### src/sv/assert_macros.svh
`ifndef ASSERT_MACROS_SVH
`define ASSERT_MACROS_SVH

// check prop on every rising edge outside reset
`define CLNW_ASSERT(lbl, clk, rst_n, prop, msg) \
  lbl: assert property (@(posedge clk) disable iff (!rst_n) prop) else $error(msg);

// check that cond never holds outside reset
`define CLNW_NEVER(lbl, clk, rst_n, cond, msg) \
  lbl: assert property (@(posedge clk) disable iff (!rst_n) !(cond)) else $error(msg);

`endif

### src/sv/clnw_pkg.sv
`default_nettype none
package clnw_pkg;

  localparam int unsigned STEP_W = 3;
  localparam int unsigned IDX_W  = 3;

  localparam logic [IDX_W-1:0] INIT_LAST = 3'd5;

  localparam logic [1:0] REQ_INIT = 2'd0;
  localparam logic [1:0] REQ_CMD  = 2'd1;
  localparam logic [1:0] REQ_CHAR = 2'd2;
  localparam logic [1:0] REQ_POS  = 2'd3;

  localparam logic CFG_SETUP_HOLD  = 1'b0;
  localparam logic CFG_PULSE_WIDTH = 1'b1;

  localparam logic [15:0] HOLD_RESET = 16'd500;

  localparam logic [7:0] DDRAM_SET = 8'h80;
  localparam logic [7:0] FUNC_SET  = 8'h20;
  localparam logic [7:0] DISP_CTRL = 8'h08;
  localparam logic [7:0] ENTRY_SET = 8'h04;
  localparam logic [7:0] CLEAR_CMD = 8'h01;

  typedef enum logic {
    SEQ_IDLE,
    SEQ_RUN
  } seq_state_e;

  typedef struct packed {
    logic [1:0] req_type;
    logic [7:0] value;
    logic [4:0] column;
    logic [1:0] row;
  } in_word_t;

  typedef struct packed {
    logic        reg_select;
    logic        enable;
    logic [3:0]  data_nibble;
    logic [15:0] hold_us;
    logic        last;
  } out_word_t;

  typedef struct packed {
    logic              half;
    logic              en;
    logic              hold_pulse;
    logic              end_byte;
    logic [STEP_W-1:0] jump;
  } ucode_t;

  typedef struct packed {
    logic             fire;
    logic             half;
    logic             en;
    logic             hold_pulse;
    logic             last;
    logic             init;
    logic [IDX_W-1:0] idx;
  } ctrl_t;

  function automatic ucode_t ucode_rom(input logic [STEP_W-1:0] step);
    ucode_t uw;
    uw = '{half: 1'b0, en: 1'b0, hold_pulse: 1'b0, end_byte: 1'b1, jump: '0};
    unique case (step)
      3'd0: uw = '{half: 1'b0, en: 1'b0, hold_pulse: 1'b0, end_byte: 1'b0, jump: '0};
      3'd1: uw = '{half: 1'b0, en: 1'b1, hold_pulse: 1'b1, end_byte: 1'b0, jump: '0};
      3'd2: uw = '{half: 1'b0, en: 1'b0, hold_pulse: 1'b0, end_byte: 1'b0, jump: '0};
      3'd3: uw = '{half: 1'b1, en: 1'b0, hold_pulse: 1'b0, end_byte: 1'b0, jump: '0};
      3'd4: uw = '{half: 1'b1, en: 1'b1, hold_pulse: 1'b1, end_byte: 1'b0, jump: '0};
      3'd5: uw = '{half: 1'b1, en: 1'b0, hold_pulse: 1'b0, end_byte: 1'b1, jump: '0};
      default: uw = '{half: 1'b1, en: 1'b0, hold_pulse: 1'b0, end_byte: 1'b1, jump: '0};
    endcase
    return uw;
  endfunction

  function automatic logic [7:0] init_byte(input logic [IDX_W-1:0] idx);
    logic [7:0] b;
    b = CLEAR_CMD;
    unique case (idx)
      3'd0: b = FUNC_SET | 8'h13;
      3'd1: b = FUNC_SET | 8'h12;
      3'd2: b = FUNC_SET | 8'h08;
      3'd3: b = DISP_CTRL | 8'h04;
      3'd4: b = ENTRY_SET | 8'h02;
      default: b = CLEAR_CMD;
    endcase
    return b;
  endfunction

  function automatic logic [7:0] line_start(input logic [1:0] row);
    logic [7:0] s;
    unique case (row)
      2'd0: s = 8'h00;
      2'd1: s = 8'h40;
      2'd2: s = 8'h14;
      default: s = 8'h54;
    endcase
    return s;
  endfunction

endpackage
`default_nettype wire

### src/sv/clnw_seq.sv
`default_nettype none
module clnw_seq import clnw_pkg::*; (
  input  wire logic     clk_i,
  input  wire logic     rst_ni,
  input  wire logic     start_i,
  input  wire logic     init_i,
  input  wire logic     out_ready_i,
  output logic          busy_o,
  output ctrl_t         ctrl_o
);

  seq_state_e        state_q, state_d;
  logic [STEP_W-1:0] step_q, step_d;
  logic [IDX_W-1:0]  idx_q, idx_d;
  logic              init_q, init_d;
  ucode_t            uw;
  logic              more;
  logic              fire;

  always_ff @(posedge clk_i or negedge rst_ni) begin
    if (!rst_ni) begin
      state_q <= SEQ_IDLE;
      step_q  <= '0;
      idx_q   <= '0;
      init_q  <= 1'b0;
    end else begin
      state_q <= state_d;
      step_q  <= step_d;
      idx_q   <= idx_d;
      init_q  <= init_d;
    end
  end

  always_comb begin
    uw      = ucode_rom(step_q);
    more    = init_q && (idx_q != INIT_LAST);
    fire    = 1'b0;
    state_d = state_q;
    step_d  = step_q;
    idx_d   = idx_q;
    init_d  = init_q;
    unique case (state_q)
      SEQ_IDLE: begin
        if (start_i) begin
          state_d = SEQ_RUN;
          step_d  = '0;
          idx_d   = '0;
          init_d  = init_i;
        end
      end
      SEQ_RUN: begin
        if (out_ready_i) begin
          fire = 1'b1;
          if (uw.end_byte) begin
            if (more) begin
              idx_d  = idx_q + 1'b1;
              step_d = uw.jump;
            end else begin
              state_d = SEQ_IDLE;
            end
          end else begin
            step_d = step_q + 1'b1;
          end
        end
      end
      default: state_d = SEQ_IDLE;
    endcase
  end

  assign busy_o            = (state_q != SEQ_IDLE);
  assign ctrl_o.fire       = fire;
  assign ctrl_o.half       = uw.half;
  assign ctrl_o.en         = uw.en;
  assign ctrl_o.hold_pulse = uw.hold_pulse;
  assign ctrl_o.last       = uw.end_byte && !more;
  assign ctrl_o.init       = init_q;
  assign ctrl_o.idx        = idx_q;

endmodule
`default_nettype wire

### src/sv/clnw_dp.sv
`default_nettype none
module clnw_dp import clnw_pkg::*; (
  input  wire logic        clk_i,
  input  wire logic        rst_ni,
  input  wire logic        cfg_we_i,
  input  wire logic        cfg_idx_i,
  input  wire logic [15:0] cfg_data_i,
  input  wire logic        start_i,
  input  wire in_word_t    in_word_i,
  input  wire ctrl_t       ctrl_i,
  input  wire logic        out_stall_i,
  output logic             out_ready_o,
  output logic             out_valid_o,
  output out_word_t        out_word_o
);

  logic [15:0] setup_q, pulse_q;
  logic [7:0]  byte_q, byte_d;
  logic        rs_q;
  logic        valid_q;
  out_word_t   out_q;
  logic [7:0]  cur_byte;
  logic [3:0]  nib;

  always_ff @(posedge clk_i or negedge rst_ni) begin
    if (!rst_ni) begin
      setup_q <= HOLD_RESET;
      pulse_q <= HOLD_RESET;
    end else if (cfg_we_i) begin
      if (cfg_idx_i == CFG_SETUP_HOLD) begin
        setup_q <= cfg_data_i;
      end else begin
        pulse_q <= cfg_data_i;
      end
    end
  end

  always_comb begin
    case (in_word_i.req_type)
      REQ_POS: byte_d = DDRAM_SET + line_start(in_word_i.row) + {3'b000, in_word_i.column};
      default: byte_d = in_word_i.value;
    endcase
  end

  always_ff @(posedge clk_i) begin
    if (start_i) begin
      byte_q <= byte_d;
      rs_q   <= (in_word_i.req_type == REQ_CHAR);
    end
  end

  assign cur_byte = ctrl_i.init ? init_byte(ctrl_i.idx) : byte_q;
  assign nib      = ctrl_i.half ? cur_byte[3:0] : cur_byte[7:4];

  always_ff @(posedge clk_i or negedge rst_ni) begin
    if (!rst_ni) begin
      valid_q <= 1'b0;
    end else if (ctrl_i.fire) begin
      valid_q <= 1'b1;
    end else if (!out_stall_i) begin
      valid_q <= 1'b0;
    end
  end

  always_ff @(posedge clk_i) begin
    if (ctrl_i.fire) begin
      out_q.reg_select  <= rs_q && !ctrl_i.init;
      out_q.enable      <= ctrl_i.en;
      out_q.data_nibble <= nib;
      out_q.hold_us     <= ctrl_i.hold_pulse ? pulse_q : setup_q;
      out_q.last        <= ctrl_i.last;
    end
  end

  assign out_ready_o = !valid_q || !out_stall_i;
  assign out_valid_o = valid_q;
  assign out_word_o  = out_q;

endmodule
`default_nettype wire

### src/sv/char_lcd_nibble_writer_top.sv
// Character LCD writer for a 4-bit bus. Each request word becomes a run of pin-event
// words (data set, enable high, enable low per nibble, high nibble first), one per
// clock while the output is not stalled, from a six-step microprogram. A command,
// character or position request is loaded at its accept and then issues six event
// words, an init request the events of six bytes; a stalled event word holds the
// sequence until the output takes it. A new request is accepted the cycle after the
// last event of the previous one enters the output register. Hold times come from two
// registers written via the cfg port, by the user only while idle; not enforced here.
`default_nettype none
`include "assert_macros.svh"
module char_lcd_nibble_writer_top import clnw_pkg::*; (
  input  wire logic        clk_i,
  input  wire logic        rst_ni,
  input  wire logic        cfg_we_i,
  input  wire logic        cfg_idx_i,
  input  wire logic [15:0] cfg_data_i,
  input  wire logic        in_valid_i,
  output logic             in_stall_o,
  input  wire in_word_t    in_word_i,
  output logic             out_valid_o,
  input  wire logic        out_stall_i,
  output out_word_t        out_word_o
);

  logic  busy;
  logic  start;
  logic  out_ready;
  ctrl_t ctrl;

  assign in_stall_o = busy;
  assign start      = in_valid_i && !busy;

  clnw_seq u_seq (
    .clk_i       (clk_i),
    .rst_ni      (rst_ni),
    .start_i     (start),
    .init_i      (in_word_i.req_type == REQ_INIT),
    .out_ready_i (out_ready),
    .busy_o      (busy),
    .ctrl_o      (ctrl)
  );

  clnw_dp u_dp (
    .clk_i       (clk_i),
    .rst_ni      (rst_ni),
    .cfg_we_i    (cfg_we_i),
    .cfg_idx_i   (cfg_idx_i),
    .cfg_data_i  (cfg_data_i),
    .start_i     (start),
    .in_word_i   (in_word_i),
    .ctrl_i      (ctrl),
    .out_stall_i (out_stall_i),
    .out_ready_o (out_ready),
    .out_valid_o (out_valid_o),
    .out_word_o  (out_word_o)
  );

  `CLNW_ASSERT(a_last_frees, clk_i, rst_ni, ctrl.fire && ctrl.last |=> !in_stall_o, "busy after last event")
  `CLNW_ASSERT(a_fire_shows, clk_i, rst_ni, ctrl.fire |=> out_valid_o && (out_word_o.last == $past(ctrl.last)), "event word lost")
  `CLNW_NEVER(a_idle_quiet, clk_i, rst_ni, !in_stall_o && ctrl.fire, "event while idle")

endmodule
`default_nettype wire

### config.mk
export PLATFORM = sky130hd
export DESIGN_NAME = char_lcd_nibble_writer_top
export DESIGN_NICKNAME = d
export VERILOG_FILES = /design/src/sv/clnw_pkg.sv /design/src/sv/clnw_seq.sv /design/src/sv/clnw_dp.sv /design/src/sv/char_lcd_nibble_writer_top.sv
export VERILOG_INCLUDE_DIRS = /design/src /design/src/sv
export SDC_FILE = /design/constraint.sdc
export NUM_CORES = 1
export LEC_CHECK = 0
export BUFFER_PORTS_ARGS = -buffer_cell sky130_fd_sc_hd__buf_4
export CAP_MARGIN = 15
export CORE_ASPECT_RATIO = 1.1
export CORE_UTILIZATION = 43
export DETAILED_ROUTE_END_ITERATION = 7
export SETUP_SLACK_MARGIN = 0.5
export SLEW_MARGIN = 20
export SYNTH_ARGS = -nofsm -noshare
export SYNTH_HDL_FRONTEND = slang
export SYNTH_HIERARCHICAL = 1
export SYNTH_SLANG_ARGS = --single-unit
### constraint.sdc
create_clock -name clk_i -period 2.51 [get_ports clk_i]
set_input_delay 0.6275 -clock clk_i [delete_from_list [all_inputs] [get_ports clk_i]]
set_output_delay 0.6275 -clock clk_i [all_outputs]
set_load 0.05 [all_outputs]
==> results summary <==
Adding up every negative setup slack in the final design gives 0 ns. The total half-perimeter wirelength after legalization and detailed placement is 3.75 mm. The worst path uses 79.1% of the clock period. The slew at the pin closest to its max-slew limit came out at 0.606 ns. The flow ran to the end, and the final reports show no timing, DRC or antenna violations.

The cell area after placement is 0.00382 mm². The share of the Yosys chip area taken by registers is 60.8%. The most used flip-flop cell after synthesis is edfxtp_1. Derived from the worst setup path, the maximum achievable clock frequency is 503 MHz.

The starting density of the core came out at 44.3%. The final route contains 1937 vias. The time the worst path needs with I/O delays and setup is 1.99 ns.

STA classifies the critical path startpoint as a flip-flop. The remaining max-slew budget at the tightest pin is 59.5%. The number of nets in the final layout came out at 332.

For this block, the routed nets add up to 5.69 mm of wire. The count of fill cells added during filler insertion is 631. The number of DRC markers after the initial detailed-route iteration is 79. The clock latency reported for the late side of the worst-skew pair is 0.34 ns. The initial antenna violation count was 0.

The number of input and output port buffers inserted came out at 63. At the worst endpoint, the required time is 2.73 ns. The post-synth net total is 265.

The clock transition at the register clock pins on the worst setup and hold paths after CTS is 0.08 ns. The total of hold buffers inserted after clock tree synthesis is 0. The finished layout cell area is 0.00410 mm². The number of antenna repair diodes came out at 0.

The final hold violation count is 0. The number of global-route vias before repair is 1912. The power density normalized to cell area is 1250 mW/mm². The clock tree buffer depth came out at 2. The top cell types in the final layout, fill and taps aside, are buf_4 (68), mux2_2 (46), edfxtp_1 (32). The worst min-delay path class is in2async. The mean cell area of the mapped netlist is 15.1 µm². The cell leakage power is 1.74 nW.

Counting flops with a built-in enable in the synthesized netlist gives 32. The top-level port count is 64. The global route total overflow came out at 0. STA classifies the critical path endpoint as a flip-flop. The region available for standard cell placement spans 0.00743 mm². The site row count came out at 33. The number of slew-limit violations in the final report was 0. Entering global routing, the biggest net connects 42 pins. The post-route netlist has 55.2% of its cells at a drive strength greater than 1. The via count normalized by instance count is 5.14. Routability-driven placement finished with a final weighted congestion of 0.696. The floorplan step set the die width to 85.4 µm. The number of violations of the max-capacitance limit came out at 0. The area growth from synthesis to final layout came out at 24.5%. The arrival time at the worst endpoint came out at 2.20 ns.

The worst hold slack after final layout came out at 0.255 ns. The chip height came out at 93.8 µm. TritonCTS built the clock tree. Leaving out fill and tap cells, the most frequent cell in the layout is buf_4. The total number of H-tree levels came out at 3. The number of non-filler instances in the completed layout came out at 377. Setup repair after global routing could not meet its margin everywhere. The number of flip-flops and latches in the synthesized netlist is 73.

After detailed routing, the average wire length per cell comes to 15.1 µm. The cell area after synthesis came out at 0.00329 mm². The clock tree root buffer cell is clkbuf_8.

The share of async-settable or async-resettable flops after synthesis is 56.2%. The reg-to-reg critical path startpoint is u_seq/step_q[0]$_DFFE_PN0P_. For this run, the number of Yosys warnings is 6.

The largest vdd supply drop came out at 0.000490 V. The area of the die came out at 0.00801 mm². The final design utilization is 55.1%. In this run the worst path has a maximum fanout of 4. The number of cells produced by synthesis came out at 218. The clock net in this run drives a total of 73 sinks.

In this run the worst setup path begins at u_seq/step_q[0]$_DFFE_PN0P_. The number of buffers created by CTS came out at 9. After synthesis, the netlist uses 38 different library cells. The final routed DRC violation total is 0.

The critical path is of the reg2reg type. Setup violations remaining at the end of the flow were counted as 0. Global routing used 15.4% of the available tracks.

The post-route antenna net violation count is 0. The post-route clock skew is 0.0106 ns. The number of placed instances, taps included, is 359. The first global-routing pass estimated 9.14 mm of wire.

Before antenna repair, the detailed router went through 4 iterations.
[final cells by class]
class                           instances  area, µm²  share of cell area (%)
Sequential cell                        73       2000                    48.9
Multi-Input combinational cell        128       1200                    29.4
Timing Repair Buffer                   68        510                    12.5
Clock buffer                           12        155                    3.79
Tap cell                               87        109                    2.66
Clock inverter                          4       98.8                    2.41
Inverter                                5       18.8                   0.458
[cell families after synthesis]
kind of cell | synth area share [%]
mux | 21.5
flops | 60.8
buf+inv | 3.08
fa+ha+maj | 3.04
xor+xnor | 0.266
simple gates | 6.39
compound gates | 4.87
[report_power, final]
group          internal [mW]  total (mW)  leakage, nW  switching (mW)
sequential              1.72        1.91        0.783           0.187
combinational          0.788        2.07        0.828            1.28
clock                  0.719        1.14        0.127           0.422
total                   3.23        5.12         1.74            1.89
[routing by layer]
layer,vias to the layer above,track usage [%],wire length (µm)
met5,-,0,0
li1,925,-,-
met2,51,25.5,2900
met4,0,9.17,118
met1,952,18.5,2420
met3,9,3.43,251
[what timing repair did]
item	in CTS	in global routing
pin swaps	1	2
buffers inserted	2	0
setup endpoints to repair	20	2
resized for setup	2	3
cloned	0	0
hold endpoints to repair	0	0
[synthesized netlist by cell type (all sizes together), types with 2 or more instances]
master,count,area (µm²)
inv,5,18.8
nor2,5,18.8
nand3,3,15.0
dfstp,12,315
mux2i,4,40.0
nor3b,2,15.0
clkbuf,3,11.3
ha,8,100
a31oi,2,12.5
o22ai,2,12.5
dfrtp,29,726
a211o,2,26.3
o21ai,7,35.0
mux2,56,668
nand2,13,51.3
buf,9,71.3
edfxtp,32,961
a21oi,3,15.0
nor2b,5,46.3
nand2b,4,25.0
[through the flow]
step	power, mW	worst slack, ns
after detailed placement	3.99	0.374
after floorplan	3.44	0.540
after CTS	5.17	0.507
after global placement	3.97	0.410
after global routing	5.37	0.486
final	5.12	0.523
[worst max-delay path: stages, from the launching register on]
cell and delay [ns]:
dfrtp_1 0.41, ha_2 0.21, or4b_4 0.54, a211o_4 0.37
a311o_1 0.34
[final timing paths]
path                                                end  slack, ns  cells after the start
min in group clk_i         u_dp/pulse_q[12]$_DFFE_PN0P_       0.50                      1
hold reg to reg            u_dp/pulse_q[12]$_DFFE_PN0P_       0.50                      1
setup reg to reg             u_seq/idx_q[2]$_DFFE_PN0P_       0.52                      4
max in group asynchronous   u_dp/setup_q[7]$_DFFE_PN1P_       1.86                      1
setup / recovery             u_seq/idx_q[2]$_DFFE_PN0P_       0.52                      4
hold / removal              u_dp/setup_q[9]$_DFFE_PN0P_       0.25                      1
[sequential cells by signal (all words and copies together), names as in the netlist]
signal and flops:
u_dp/out_word_o 23, u_dp/pulse_q 16, u_dp/rs_q 1, u_dp/setup_q 16, u_seq/init_q 1, u_seq/step_q 3
u_seq/idx_q 3, u_dp/byte_q 8, u_dp/out_valid_o 1, u_seq/busy_o 1
Power figures use the tool's default switching activity.
